<file path="src/rtl/core/afsp_pkg.sv">
package afsp_pkg;

   // field and datapath widths
   localparam int CODE_W      = 16;
   localparam int SAMPLE_W    = 16;
   localparam int GAIN_W      = 8;
   localparam int FMT_W       = 3;
   localparam int CSR_INDEX_W = 2;
   localparam int CSR_DATA_W  = 8;

   // product of a signed sample and an unsigned gain, plus one sign bit
   localparam int PROD_W      = SAMPLE_W + GAIN_W + 1;
   localparam int DIV_SHIFT   = 3;
   localparam int DIV_ROUND   = (1 << DIV_SHIFT) - 1;
   localparam int QUOT_W      = PROD_W - DIV_SHIFT;

   localparam int SAT_MAX     = 32767;
   localparam int SAT_MIN     = -32768;

   // g.711 decode constants
   localparam logic [SAMPLE_W-1:0] MULAW_BIAS  = 16'h0084;
   localparam logic [SAMPLE_W-1:0] ALAW_SEG0   = 16'h0008;
   localparam logic [SAMPLE_W-1:0] ALAW_BIAS   = 16'h0108;
   localparam logic [7:0]          ALAW_INVERT = 8'h55;
   localparam logic [CODE_W-1:0]   FLIP_BIT15  = 16'h8000;
   localparam logic [CODE_W-1:0]   FLIP_BIT7   = 16'h0080;

   // sample formats; the spare code decodes as signed 8-bit
   typedef enum logic [FMT_W-1:0] {
      FMT_MULAW      = 3'd0,
      FMT_ALAW       = 3'd1,
      FMT_S8         = 3'd2,
      FMT_U8         = 3'd3,
      FMT_S16        = 3'd4,
      FMT_U16_FLIP15 = 3'd5,
      FMT_U16_FLIP7  = 3'd6
   } fmt_type;

   // register indexes
   typedef enum logic [CSR_INDEX_W-1:0] {
      CSR_FORMAT = 2'd0,
      CSR_STEREO = 2'd1,
      CSR_GAIN   = 2'd2
   } csr_index_type;

   localparam fmt_type             FORMAT_RESET = FMT_MULAW;
   localparam logic                STEREO_RESET = 1'b0;
   localparam logic [GAIN_W-1:0]   GAIN_RESET   = 8'd7;

   // input beat
   typedef struct packed {
      logic [CODE_W-1:0] left_code;
      logic [CODE_W-1:0] right_code;
   } req_type;

   // result beat
   typedef struct packed {
      logic signed [SAMPLE_W-1:0] left_out;
      logic signed [SAMPLE_W-1:0] right_out;
   } rsp_type;

endpackage

</file>
<file path="src/rtl/core/audio_format_to_stereo_pcm.sv">
// an accepted req beat passes the input register, then the output register, before rsp_valid
// throughput: one beat per cycle while rsp_stall is low; decode, one 16x9 multiply per lane
// and the divide by eight and clamp sit between the input and output registers
// req_stall rises only when both registers are full and rsp_stall is high
// reset (synchronous, active high) empties the pipeline and sets format mu-law,
// mono mode and gain 7
module audio_format_to_stereo_pcm (
   input  logic                                clock,
   input  logic                                reset,

   input  logic                                req_valid,
   output logic                                req_stall,
   input  afsp_pkg::req_type                   req_data,

   output logic                                rsp_valid,
   input  logic                                rsp_stall,
   output afsp_pkg::rsp_type                   rsp_data,

   input  logic                                csr_write_en,
   input  logic [afsp_pkg::CSR_INDEX_W-1:0]    csr_index,
   input  logic [afsp_pkg::CSR_DATA_W-1:0]     csr_wdata
);

   // configuration registers
   afsp_pkg::fmt_type                 format_ff, format_in;
   logic                              stereo_ff, stereo_in;
   logic [afsp_pkg::GAIN_W-1:0]       gain_ff, gain_in;

   // pipeline registers
   logic                              s1_valid_ff, s1_valid_in;
   afsp_pkg::req_type                 s1_data_ff, s1_data_in;
   logic                              out_valid_ff, out_valid_in;
   afsp_pkg::rsp_type                 out_data_ff, out_data_in;

   logic                              s1_move;
   logic                              out_move;

   logic [afsp_pkg::CODE_W-1:0]       right_sel;
   logic signed [afsp_pkg::SAMPLE_W-1:0] dec_left;
   logic signed [afsp_pkg::SAMPLE_W-1:0] dec_right;
   logic signed [afsp_pkg::PROD_W-1:0]   gain_s;
   logic signed [afsp_pkg::PROD_W-1:0]   prod_left;
   logic signed [afsp_pkg::PROD_W-1:0]   prod_right;
   logic signed [afsp_pkg::SAMPLE_W-1:0] sat_left;
   logic signed [afsp_pkg::SAMPLE_W-1:0] sat_right;

   // register writes
   always_comb begin
      format_in = format_ff;
      stereo_in = stereo_ff;
      gain_in   = gain_ff;
      if (csr_write_en) begin
         unique case (afsp_pkg::csr_index_type'(csr_index))
            afsp_pkg::CSR_FORMAT: format_in = afsp_pkg::fmt_type'(csr_wdata[afsp_pkg::FMT_W-1:0]);
            afsp_pkg::CSR_STEREO: stereo_in = csr_wdata[0];
            afsp_pkg::CSR_GAIN:   gain_in   = csr_wdata[afsp_pkg::GAIN_W-1:0];
            default: ;
         endcase
      end
   end

   always_ff @(posedge clock) begin
      if (reset) begin
         format_ff <= afsp_pkg::FORMAT_RESET;
         stereo_ff <= afsp_pkg::STEREO_RESET;
         gain_ff   <= afsp_pkg::GAIN_RESET;
      end else begin
         format_ff <= format_in;
         stereo_ff <= stereo_in;
         gain_ff   <= gain_in;
      end
   end

   // stage advance: a stage loads when it is empty or its beat moves on
   assign out_move  = !out_valid_ff || !rsp_stall;
   assign s1_move   = !s1_valid_ff || out_move;
   assign req_stall = !s1_move;

   // mono mode runs the left code through the right lane too
   assign right_sel = stereo_ff ? s1_data_ff.right_code : s1_data_ff.left_code;

   afsp_decode u_dec_left (
      .fmt    (format_ff),
      .code   (s1_data_ff.left_code),
      .sample (dec_left)
   );

   afsp_decode u_dec_right (
      .fmt    (format_ff),
      .code   (right_sel),
      .sample (dec_right)
   );

   // gain multiply
   assign gain_s = afsp_pkg::PROD_W'(signed'({1'b0, gain_ff}));

   always_comb begin
      prod_left  = afsp_pkg::PROD_W'(dec_left) * gain_s;
      prod_right = afsp_pkg::PROD_W'(dec_right) * gain_s;
   end

   afsp_saturate u_sat_left (
      .prod   (prod_left),
      .sample (sat_left)
   );

   afsp_saturate u_sat_right (
      .prod   (prod_right),
      .sample (sat_right)
   );

   // next state of the stage valids and payloads
   always_comb begin
      s1_valid_in  = s1_move ? req_valid : s1_valid_ff;
      s1_data_in   = req_data;
      out_valid_in = out_move ? s1_valid_ff : out_valid_ff;
      out_data_in.left_out  = sat_left;
      out_data_in.right_out = sat_right;
   end

   always_ff @(posedge clock) begin
      if (reset) begin
         s1_valid_ff  <= 1'b0;
         out_valid_ff <= 1'b0;
      end else begin
         s1_valid_ff  <= s1_valid_in;
         out_valid_ff <= out_valid_in;
      end
   end

   always_ff @(posedge clock) begin
      if (s1_move) begin
         s1_data_ff <= s1_data_in;
      end
      if (out_move) begin
         out_data_ff <= out_data_in;
      end
   end

   assign rsp_valid = out_valid_ff;
   assign rsp_data  = out_data_ff;

   // reset leaves the pipeline empty
   a_reset_empty: assert property (@(posedge clock)
      reset |=> (!s1_valid_ff && !out_valid_ff))
      else $error("pipeline not empty after reset");

   // an accepted beat lands in the input stage
   a_accept_lands: assert property (@(posedge clock) disable iff (reset)
      (req_valid && !req_stall) |=> s1_valid_ff)
      else $error("accepted beat lost at input stage");

   // a blocked input stage keeps its beat
   a_s1_hold: assert property (@(posedge clock) disable iff (reset)
      (s1_valid_ff && !out_move) |=> (s1_valid_ff && $stable(s1_data_ff)))
      else $error("input stage dropped a blocked beat");

   // a stalled result beat holds
   a_rsp_hold: assert property (@(posedge clock) disable iff (reset)
      (rsp_valid && rsp_stall) |=> (rsp_valid && $stable(rsp_data)))
      else $error("stalled result beat changed");

endmodule

</file>
<file path="src/rtl/core/afsp_decode.sv">
module afsp_decode (
   input  afsp_pkg::fmt_type                    fmt,
   input  logic [afsp_pkg::CODE_W-1:0]          code,
   output logic signed [afsp_pkg::SAMPLE_W-1:0] sample
);

   logic [7:0]                    ulaw_u;
   logic [afsp_pkg::SAMPLE_W-1:0] ulaw_t;
   logic [afsp_pkg::SAMPLE_W-1:0] ulaw_val;
   logic [7:0]                    alaw_a;
   logic [2:0]                    alaw_seg;
   logic [afsp_pkg::SAMPLE_W-1:0] alaw_base;
   logic [afsp_pkg::SAMPLE_W-1:0] alaw_t;
   logic [afsp_pkg::SAMPLE_W-1:0] alaw_val;
   logic [afsp_pkg::SAMPLE_W-1:0] raw;

   // mu-law: biased mantissa shifted by segment, bias removed
   always_comb begin
      ulaw_u   = ~code[7:0];
      ulaw_t   = (afsp_pkg::SAMPLE_W'({ulaw_u[3:0], 3'b000}) + afsp_pkg::MULAW_BIAS)
                 << ulaw_u[6:4];
      ulaw_val = ulaw_u[7] ? (afsp_pkg::MULAW_BIAS - ulaw_t)
                           : (ulaw_t - afsp_pkg::MULAW_BIAS);
   end

   // a-law: segment zero is linear, others carry the implicit leading one
   always_comb begin
      alaw_a    = code[7:0] ^ afsp_pkg::ALAW_INVERT;
      alaw_seg  = alaw_a[6:4];
      alaw_base = afsp_pkg::SAMPLE_W'({alaw_a[3:0], 4'b0000});
      if (alaw_seg == 3'd0) begin
         alaw_t = alaw_base + afsp_pkg::ALAW_SEG0;
      end else begin
         alaw_t = (alaw_base + afsp_pkg::ALAW_BIAS) << (alaw_seg - 3'd1);
      end
      alaw_val = alaw_a[7] ? alaw_t : (afsp_pkg::SAMPLE_W'(0) - alaw_t);
   end

   // format select
   always_comb begin
      unique case (fmt)
         afsp_pkg::FMT_MULAW:      raw = ulaw_val;
         afsp_pkg::FMT_ALAW:       raw = alaw_val;
         afsp_pkg::FMT_U8:         raw = {~code[7], code[6:0], 8'h00};
         afsp_pkg::FMT_S16:        raw = code;
         afsp_pkg::FMT_U16_FLIP15: raw = code ^ afsp_pkg::FLIP_BIT15;
         afsp_pkg::FMT_U16_FLIP7:  raw = code ^ afsp_pkg::FLIP_BIT7;
         default:                  raw = {code[7:0], 8'h00};
      endcase
   end

   assign sample = signed'(raw);

endmodule

</file>
<file path="src/rtl/core/afsp_saturate.sv">
module afsp_saturate (
   input  logic signed [afsp_pkg::PROD_W-1:0]   prod,
   output logic signed [afsp_pkg::SAMPLE_W-1:0] sample
);

   logic signed [afsp_pkg::PROD_W-1:0] biased;
   logic signed [afsp_pkg::QUOT_W-1:0] quot;

   // divide by eight, truncating toward zero
   always_comb begin
      if (prod[afsp_pkg::PROD_W-1]) begin
         biased = prod + afsp_pkg::PROD_W'(afsp_pkg::DIV_ROUND);
      end else begin
         biased = prod;
      end
      quot = biased[afsp_pkg::PROD_W-1:afsp_pkg::DIV_SHIFT];
   end

   // clamp to the signed 16-bit range
   always_comb begin
      priority if (quot > afsp_pkg::QUOT_W'(afsp_pkg::SAT_MAX)) begin
         sample = afsp_pkg::SAMPLE_W'(afsp_pkg::SAT_MAX);
      end else if (quot < afsp_pkg::QUOT_W'(afsp_pkg::SAT_MIN)) begin
         sample = afsp_pkg::SAMPLE_W'(afsp_pkg::SAT_MIN);
      end else begin
         sample = afsp_pkg::SAMPLE_W'(quot);
      end
   end

endmodule
</file>
<file path="config.mk">
export PLATFORM = sky130hd
export DESIGN_NAME = audio_format_to_stereo_pcm
export DESIGN_NICKNAME = d
export VERILOG_FILES = /design/src/rtl/core/afsp_pkg.sv /design/src/rtl/core/audio_format_to_stereo_pcm.sv /design/src/rtl/core/afsp_decode.sv /design/src/rtl/core/afsp_saturate.sv
export SDC_FILE = /design/constraint.sdc
export NUM_CORES = 1
export LEC_CHECK = 0
export ABC_CLOCK_PERIOD_IN_PS = 11300
export CAP_MARGIN = 20
export CELL_PAD_IN_SITES_DETAIL_PLACEMENT = 1
export CELL_PAD_IN_SITES_GLOBAL_PLACEMENT = 1
export CORE_ASPECT_RATIO = 0.6
export CORE_MARGIN = 5
export CORE_UTILIZATION = 51
export CTS_BUF_LIST = sky130_fd_sc_hd__clkbuf_4 sky130_fd_sc_hd__clkbuf_8 sky130_fd_sc_hd__clkbuf_16
export CTS_CLUSTER_SIZE = 8
export DETAILED_ROUTE_END_ITERATION = 16
export DONT_BUFFER_PORTS = 1
export GPL_TIMING_DRIVEN = 0
export PLACE_DENSITY_LB_ADDON = 0.1
export SLEW_MARGIN = 20
export SYNTH_ARGS = -nofsm -noshare
export SYNTH_HDL_FRONTEND = slang
export SYNTH_SLANG_ARGS = --single-unit
</file>
<file path="constraint.sdc">
create_clock -name clock -period 11.3 [get_ports clock]
set_clock_uncertainty 0.15 [all_clocks]
set_input_delay 0.565 -clock clock [delete_from_list [all_inputs] [get_ports clock]]
set_output_delay 0.565 -clock clock [all_outputs]
set_load 0.01 [all_outputs]
</file>
==> metrics, run 1 <==
io pins=81; WP data arrival=approximately 11,000 ps; H-Tree Depth=3; r2r endpoint=rsp_data[22]; Via-to-Cell Ratio=6.07; top-area cell type share of the netlist area=0.246; clock latency on the worst-skew pair=390 ps; RSZ-0062 raised after global routing=no; clock-pin slew on the worst setup and hold paths=~80 ps; status=finished clean; worst r2r src=s1_data_ff[21]; syn avg cell area=about 8.3 sq um; Final Max Tran Viols=0; Psw=0.00341 W; fillcell total=3,990; Post-CTS Setup Bufs=0; Critical Path RT=between 10,000 and 15,000 ps; crit-path max cell delay=between 600 and 700 ps; Starting Density=0.514; area leader, netlist=fa_1; pwr dens=344 nW/um^2; gpl congestion=0.942; row count=51; Reg power frac=0.098; Async S/R FF share, synth=0; non-filler instance count after layout=approximately 2,500; final instance area=17,500 sq um; IR drop worst, VDD=0.448 mV; FF-to-FF setup slack=540 ps; net count after synthesis=2,381; Area Overhead vs Synth=5.36%; final worst-path setup slack=536 ps; Die Ht=150 um; port bufs=0; Synth area leaders=fa_1 25%, edfxtp_1 12%, ha_1 9.0%; synthesized area=roughly 17,000 sq um; ys flop type=edfxtp_1; Hold Crit Depth=0; sequential area share after synthesis=0.133; global route overflow=0; Netlist cell types=89; Ys Warns=0; Min-Delay Endpoint=s1_data_ff[20]; die width=243 um; time the worst path needs with I/O delays and setup=10,760 ps; critical path's slowest cell=or3b_2; critical path peak fanout=12; setup TNS=0 ps; TritonCTS Buffers=9; CTS root buf=clkbuf_16; hpwl dp=46.8 mm; post-place instance area=17,200 sq um; Synth Instances=2,010; vias in the first global route=15,855; Synth Register Bits=78; Residual DRC=0; total track usage=0.318; slew margin rel.=0.329; clk sinks=78; Max Buffers Root-to-Sink=2; final WL=56.8 mm; first-pass GRT wire length=90.9 mm; layout cells sized above 1=0.0479; DRT iter0 DRCs=1,327; switching share of power=0.567; Comb power frac=0.850; HP Class=input port to register; CP endpoint kind=register; FMAX=92.9 MHz; worst slack at placement=346 ps; nets=2,393; DR WL/cell=23.2 um; CTS tree=yes; fin crit share=0.953; Worst Reg2Reg Path Length in Cells=35; Setup violations, final=0; slew of the pin with the lowest slew margin=1000 ps; Max Cap Viol=0; total leakage power=8.29 nW; Worst Setup Start Kind=register; Hold Buf Count CTS=0; post-route ant nets=0; Die Area=36,400 sq um; post-layout util=0.542; critical path class=register to register; P_int=around 0.0026 W; largest net degree at the start of global routing=33; initial antenna violation count=0; Post-synth EDFFs=64; DR pass1 iterations=5; Vias=about 15,000; Post-Place Cells=around 2,400; Clk pwr share=0.052; Core Area=roughly 32,000 sq um; Hold Vio Cnt, Final=0; hold_sp=req_data[20]
through the flow:
step / hold slack [ps] / total power, W
floorplan: 288 / 0.00440
global placement: 292 / 0.00539
detailed placement: 375 / 0.00564
CTS: 103 / 0.00600
global route: 98.1 / 0.00665
finish: 114 / 0.00601
synthesized netlist by cell type, drive strengths merged, types with 5 or more instances:
| master | number |
|---|---|
| inv | 339 |
| fa | 204 |
| nand2 | 197 |
| ha | 120 |
| a21oi | 119 |
| nor2 | 113 |
| o21ai | 109 |
| and2 | 102 |
| clkbuf | 71 |
| xnor2 | 68 |
| edfxtp | 64 |
| nand3 | 41 |
| and3 | 37 |
| mux2i | 32 |
| xor2 | 31 |
| nor2b | 29 |
| nand2b | 26 |
| nor3 | 22 |
| buf | 20 |
| a21o | 19 |
| o211ai | 18 |
| a31oi | 17 |
| o22ai | 17 |
| a211oi | 15 |
| o21a | 15 |
| dfxtp | 14 |
| or3 | 12 |
| a211o | 10 |
| mux2 | 10 |
| nand4 | 10 |
| o31ai | 10 |
| nand3b | 7 |
| a22oi | 5 |
| a311oi | 5 |
| a31o | 5 |
| nor3b | 5 |
| nor4 | 5 |
| or2 | 5 |
cell type report:
class / instances / area (sq um) / share of cell area
clock buffer: 11 / 246 / 0.0141
tap: 424 / 531 / 0.0303
sequential: 78 / 2200 / 0.126
inverter: 341 / 1280 / 0.0731
antenna: 1 / 2.50 / 0.000143
multi-input combinational: 1500 / 12800 / 0.731
timing repair buffer: 3 / 30.0 / 0.00172
clock inverter: 5 / 42.5 / 0.00243
buffer: 89 / 375 / 0.0214
registers in the layout, indices dropped and copies added, names as in the netlist:
name and count:
s1_valid_ff 1, s1_data_ff 32, stereo_ff 1, gain_ff 8
rsp_valid 1, format_ff 3, rsp_data 32
cells in the final DEF (no fill, tap or decap), types with 31 or more instances in the layout:
cell	count
clkbuf_1	70
inv_1	337
fa_1	204
edfxtp_1	64
a21oi_1	107
nand2_1	196
xor2_1	31
xnor2_1	66
ha_1	120
nor2_1	113
nand3_1	40
and2_1	101
o21ai_0	91
and3_1	37
timing repair:
item / CTS / global route
setup endpoints to repair: 0 / 20
endpoints found under the hold margin: 0 / 0
resized for setup: 0 / 5
how the worst max path moves through the flow:
stage | cells past startpoint | to | slack (ps) | startpoint
3_3_place_gp | 40 | rsp_data[8] | 680 | stereo_ff
3_5_place_dp | 41 | rsp_data[8] | 350 | stereo_ff
6_report | 35 | rsp_data[22] | 540 | s1_data_ff[21]
2_1_floorplan | 40 | rsp_data[9] | 2300 | stereo_ff
5_1_grt | 39 | rsp_data[8] | 60 | stereo_ff
4_1_cts | 41 | rsp_data[8] | 280 | stereo_ff
worst max-delay path: cells and delay by family (launching register included):
kind	cells	cell delay, ps
AND/OR/NAND/NOR	5	1540
XOR/XNOR	2	500
buffers and inverters	8	1620
adder cells (fa/ha/maj)	6	2850
AO/OA/AOI/OAI	14	3470
flip-flops	1	350
power by group through the flow:
stage / clock network (W) / registers, W / logic (W)
floorplan: 0 / 0.000574 / 0.00383
global placement: 0 / 0.000591 / 0.00480
detailed placement: 0 / 0.000595 / 0.00505
CTS: 0.000318 / 0.000589 / 0.00510
global route: 0.000332 / 0.000592 / 0.00572
finish: 0.000315 / 0.000587 / 0.00511
routing by layer:
layer	wire length, um	global-route usage	part of all wire	up-vias
li1	-	-	-	6646
met1	26100	0.470	0.46	7607
met2	25000	0.498	0.44	561
met3	4950	0.0605	0.087	63
met4	813	0.0550	0.014	0
met5	0	0	0	-
cell families after synthesis:
kind of cell,Yosys count,synth area share
AND/OR/NAND/NOR,622,0.186
buffers and inverters,432,0.100
AO/OA/AOI/OAI,411,0.162
adder cells (fa/ha/maj),324,0.336
XOR/XNOR,99,0.0527
flip-flops,78,0.133
multiplexers,44,0.0298
Note: power is estimated with default switching activity, not from simulation.
==> run 2: changes to the inputs <==
CORE_MARGIN = unset   (was 5)
==> run 2 against run 1 <==
  * Count of clock-buffer cells in the layout decreased by 2
  * Worst setup slack got worse by 49 ps
  * Maximum frequency decreased by 0.45%
  * Combinational power about the same
  * Worst hold slack got worse by 9.7 ps
  * Routed wire length increased by 0.57%
  * Non-clock buffer count increased by 1
  * Via count increased by 0.50%
  * Cell count decreased by 0.29%
  * Clock power increased by 15%
  * Utilization increased by 1.2 points
  * Sequential power about the same
==> metrics, run 2 (same netlist as run 1, synthesis figures left out) <==
Psw=0.00343 W (+0.49%); FMAX=92.5 MHz (-0.45%); Comb power frac=0.843 (-0.007); slew margin rel.=0.255 (-0.0741); most frequent cells in the layout=337 x inv_1, 204 x fa_1, 196 x nand2_1; row count=50 (-2.0%); clk sinks=78 (unchanged); HP Class=input port to register; initial antenna violation count=2 (+2); Starting Density=0.526 (+0.0113); Hold Vio Cnt, Final=0 (unchanged); CTS tree=yes; clock-pin slew on the worst setup and hold paths=90 ps (about the same); slew of the pin with the lowest slew margin=1110 ps (+111 ps); total track usage=0.353 (+0.0347); FF-to-FF setup slack=490 ps (-50 ps); io pins=81 (unchanged); pwr dens=346 nW/um^2 (+0.74%); crit-path max cell delay=650 ps (+40 ps); Die Ht=142 um (-5.3%); H-Tree Depth=3 (unchanged); DR WL/cell=23.4 um (+0.86%); gpl congestion=0.945 (+0.25%); Via-to-Cell Ratio=6.12 (+0.79%); time the worst path needs with I/O delays and setup=10,810 ps (+48.7 ps); Residual DRC=0 (unchanged); switching share of power=0.566 (-0.00178); setup TNS=0 ps (unchanged); final WL=57.2 mm (+0.57%); Final Max Tran Viols=0 (unchanged); Worst Setup Start Kind=register; die width=235 um (-3.3%); vias in the first global route=15,611 (-1.5%); port bufs=0 (unchanged); CTS root buf=clkbuf_16; Critical Path RT=11,330 ps (+70 ps); P_int=0.00263 W (+1.2%); Setup violations, final=0 (unchanged); WP data arrival=10,850 ps (+130 ps); fin crit share=0.957 (+0.00431); critical path's slowest cell=a31oi_1; global route overflow=0 (unchanged); Max Buffers Root-to-Sink=2 (unchanged); Area Overhead vs Synth=5.44% (about the same); Max Cap Viol=0 (unchanged); clock latency on the worst-skew pair=400 ps (about the same); nets=2,394 (+0.042%); status=finished clean; CP endpoint kind=register; critical path peak fanout=12 (unchanged); largest net degree at the start of global routing=33 (unchanged); layout cells sized above 1=0.0459 (-0.00200); DR pass1 iterations=6 (+1); DRT iter0 DRCs=1,416 (+6.7%); leading cell type in the layout, fill and taps excluded=inv_1; hpwl dp=46.9 mm (about the same); first-pass GRT wire length=90.1 mm (-0.91%); Vias=14,952 (+0.50%); Clk pwr share=0.060 (+0.008); critical path class=register to register; RSZ-0062 raised after global routing=no; total leakage power=8.30 nW (about the same); Hold WS=104 ps (-9.72 ps); Reg power frac=0.097 (about the same); post-route ant nets=0 (unchanged); Hold Buf Count CTS=0 (unchanged); TritonCTS Buffers=9 (unchanged); Core Area=31,600 sq um (-2.2%); Die Area=33,300 sq um (-8.5%); IR drop worst, VDD=0.408 mV (-8.9%)
## run 2: changes by cell type in the layout (fill, tap and decap cells not counted), sizes merged
cell	before	now
clkinv	5	3
buf	22	20
inv	341	343
clkbuf	81	82
bufinv	0	2
## run 2: worst max-delay path, delay by kind of cell (launching register included)
family | cells | cell delay [ps]
simple gates | 4 | 690
xor+xnor | 4 | 1380
fa+ha+maj | 7 | 3030
buf+inv | 8 | 1680
compound gates | 13 | 3310
flops | 1 | 350
## run 2: final timing paths
check | depth (start not counted) | to | start
worst min register to register | 2 | rsp_valid | s1_valid_ff
worst max register to register | 36 | rsp_data[20] | s1_data_ff[21]
worst min-delay path | 0 | s1_data_ff[24] | req_data[24]
worst max-delay path | 36 | rsp_data[20] | s1_data_ff[21]
## run 2: stage by stage
stage	cell area, sq um	total power [W]	utilization	std cells	setup slack [ps]
global route	17500	0.00665	0.554	2445	32.4
floorplan	16600	0.00440	-	2010	2300
CTS	17500	0.00604	0.554	2443	320
finish	17500	0.00606	0.554	2445	487
global placement	17100	0.00539	0.542	2426	688
detailed placement	17200	0.00564	0.543	2427	375
## run 2: routing by layer
metal  GRT usage  vias to the layer above  part of all wire
li1            -                     6669                 -
met1       0.518                     7597              0.47
met5           0                        -                 0
met2       0.534                      602              0.43
met3      0.0749                       84             0.088
met4      0.0751                        0             0.016
## run 2: what timing repair did
item	CTS	global route
buffers inserted	0	0
setup endpoints to repair	0	16
gates resized for setup	0	3
## run 2: final cells by class
class / count / area, sq um
multi-input combinational: 1500 / 12800
tap: 416 / 520
timing repair buffer: 3 / 30.0
clock buffer: 9 / 225
sequential: 78 / 2200
clock inverter: 7 / 104
inverter: 341 / 1280
buffer: 90 / 379
antenna: 1 / 2.50
fill: 3916 / 14100
## run 2: power by group through the flow
stage	Clock, W	Sequential [W]	Combinational, W
floorplan	0	0.000574	0.00383
global placement	0	0.000589	0.00481
detailed placement	0	0.000593	0.00504
CTS	0.000365	0.000587	0.00509
global route	0.000368	0.000591	0.00569
finish	0.000362	0.000586	0.00511
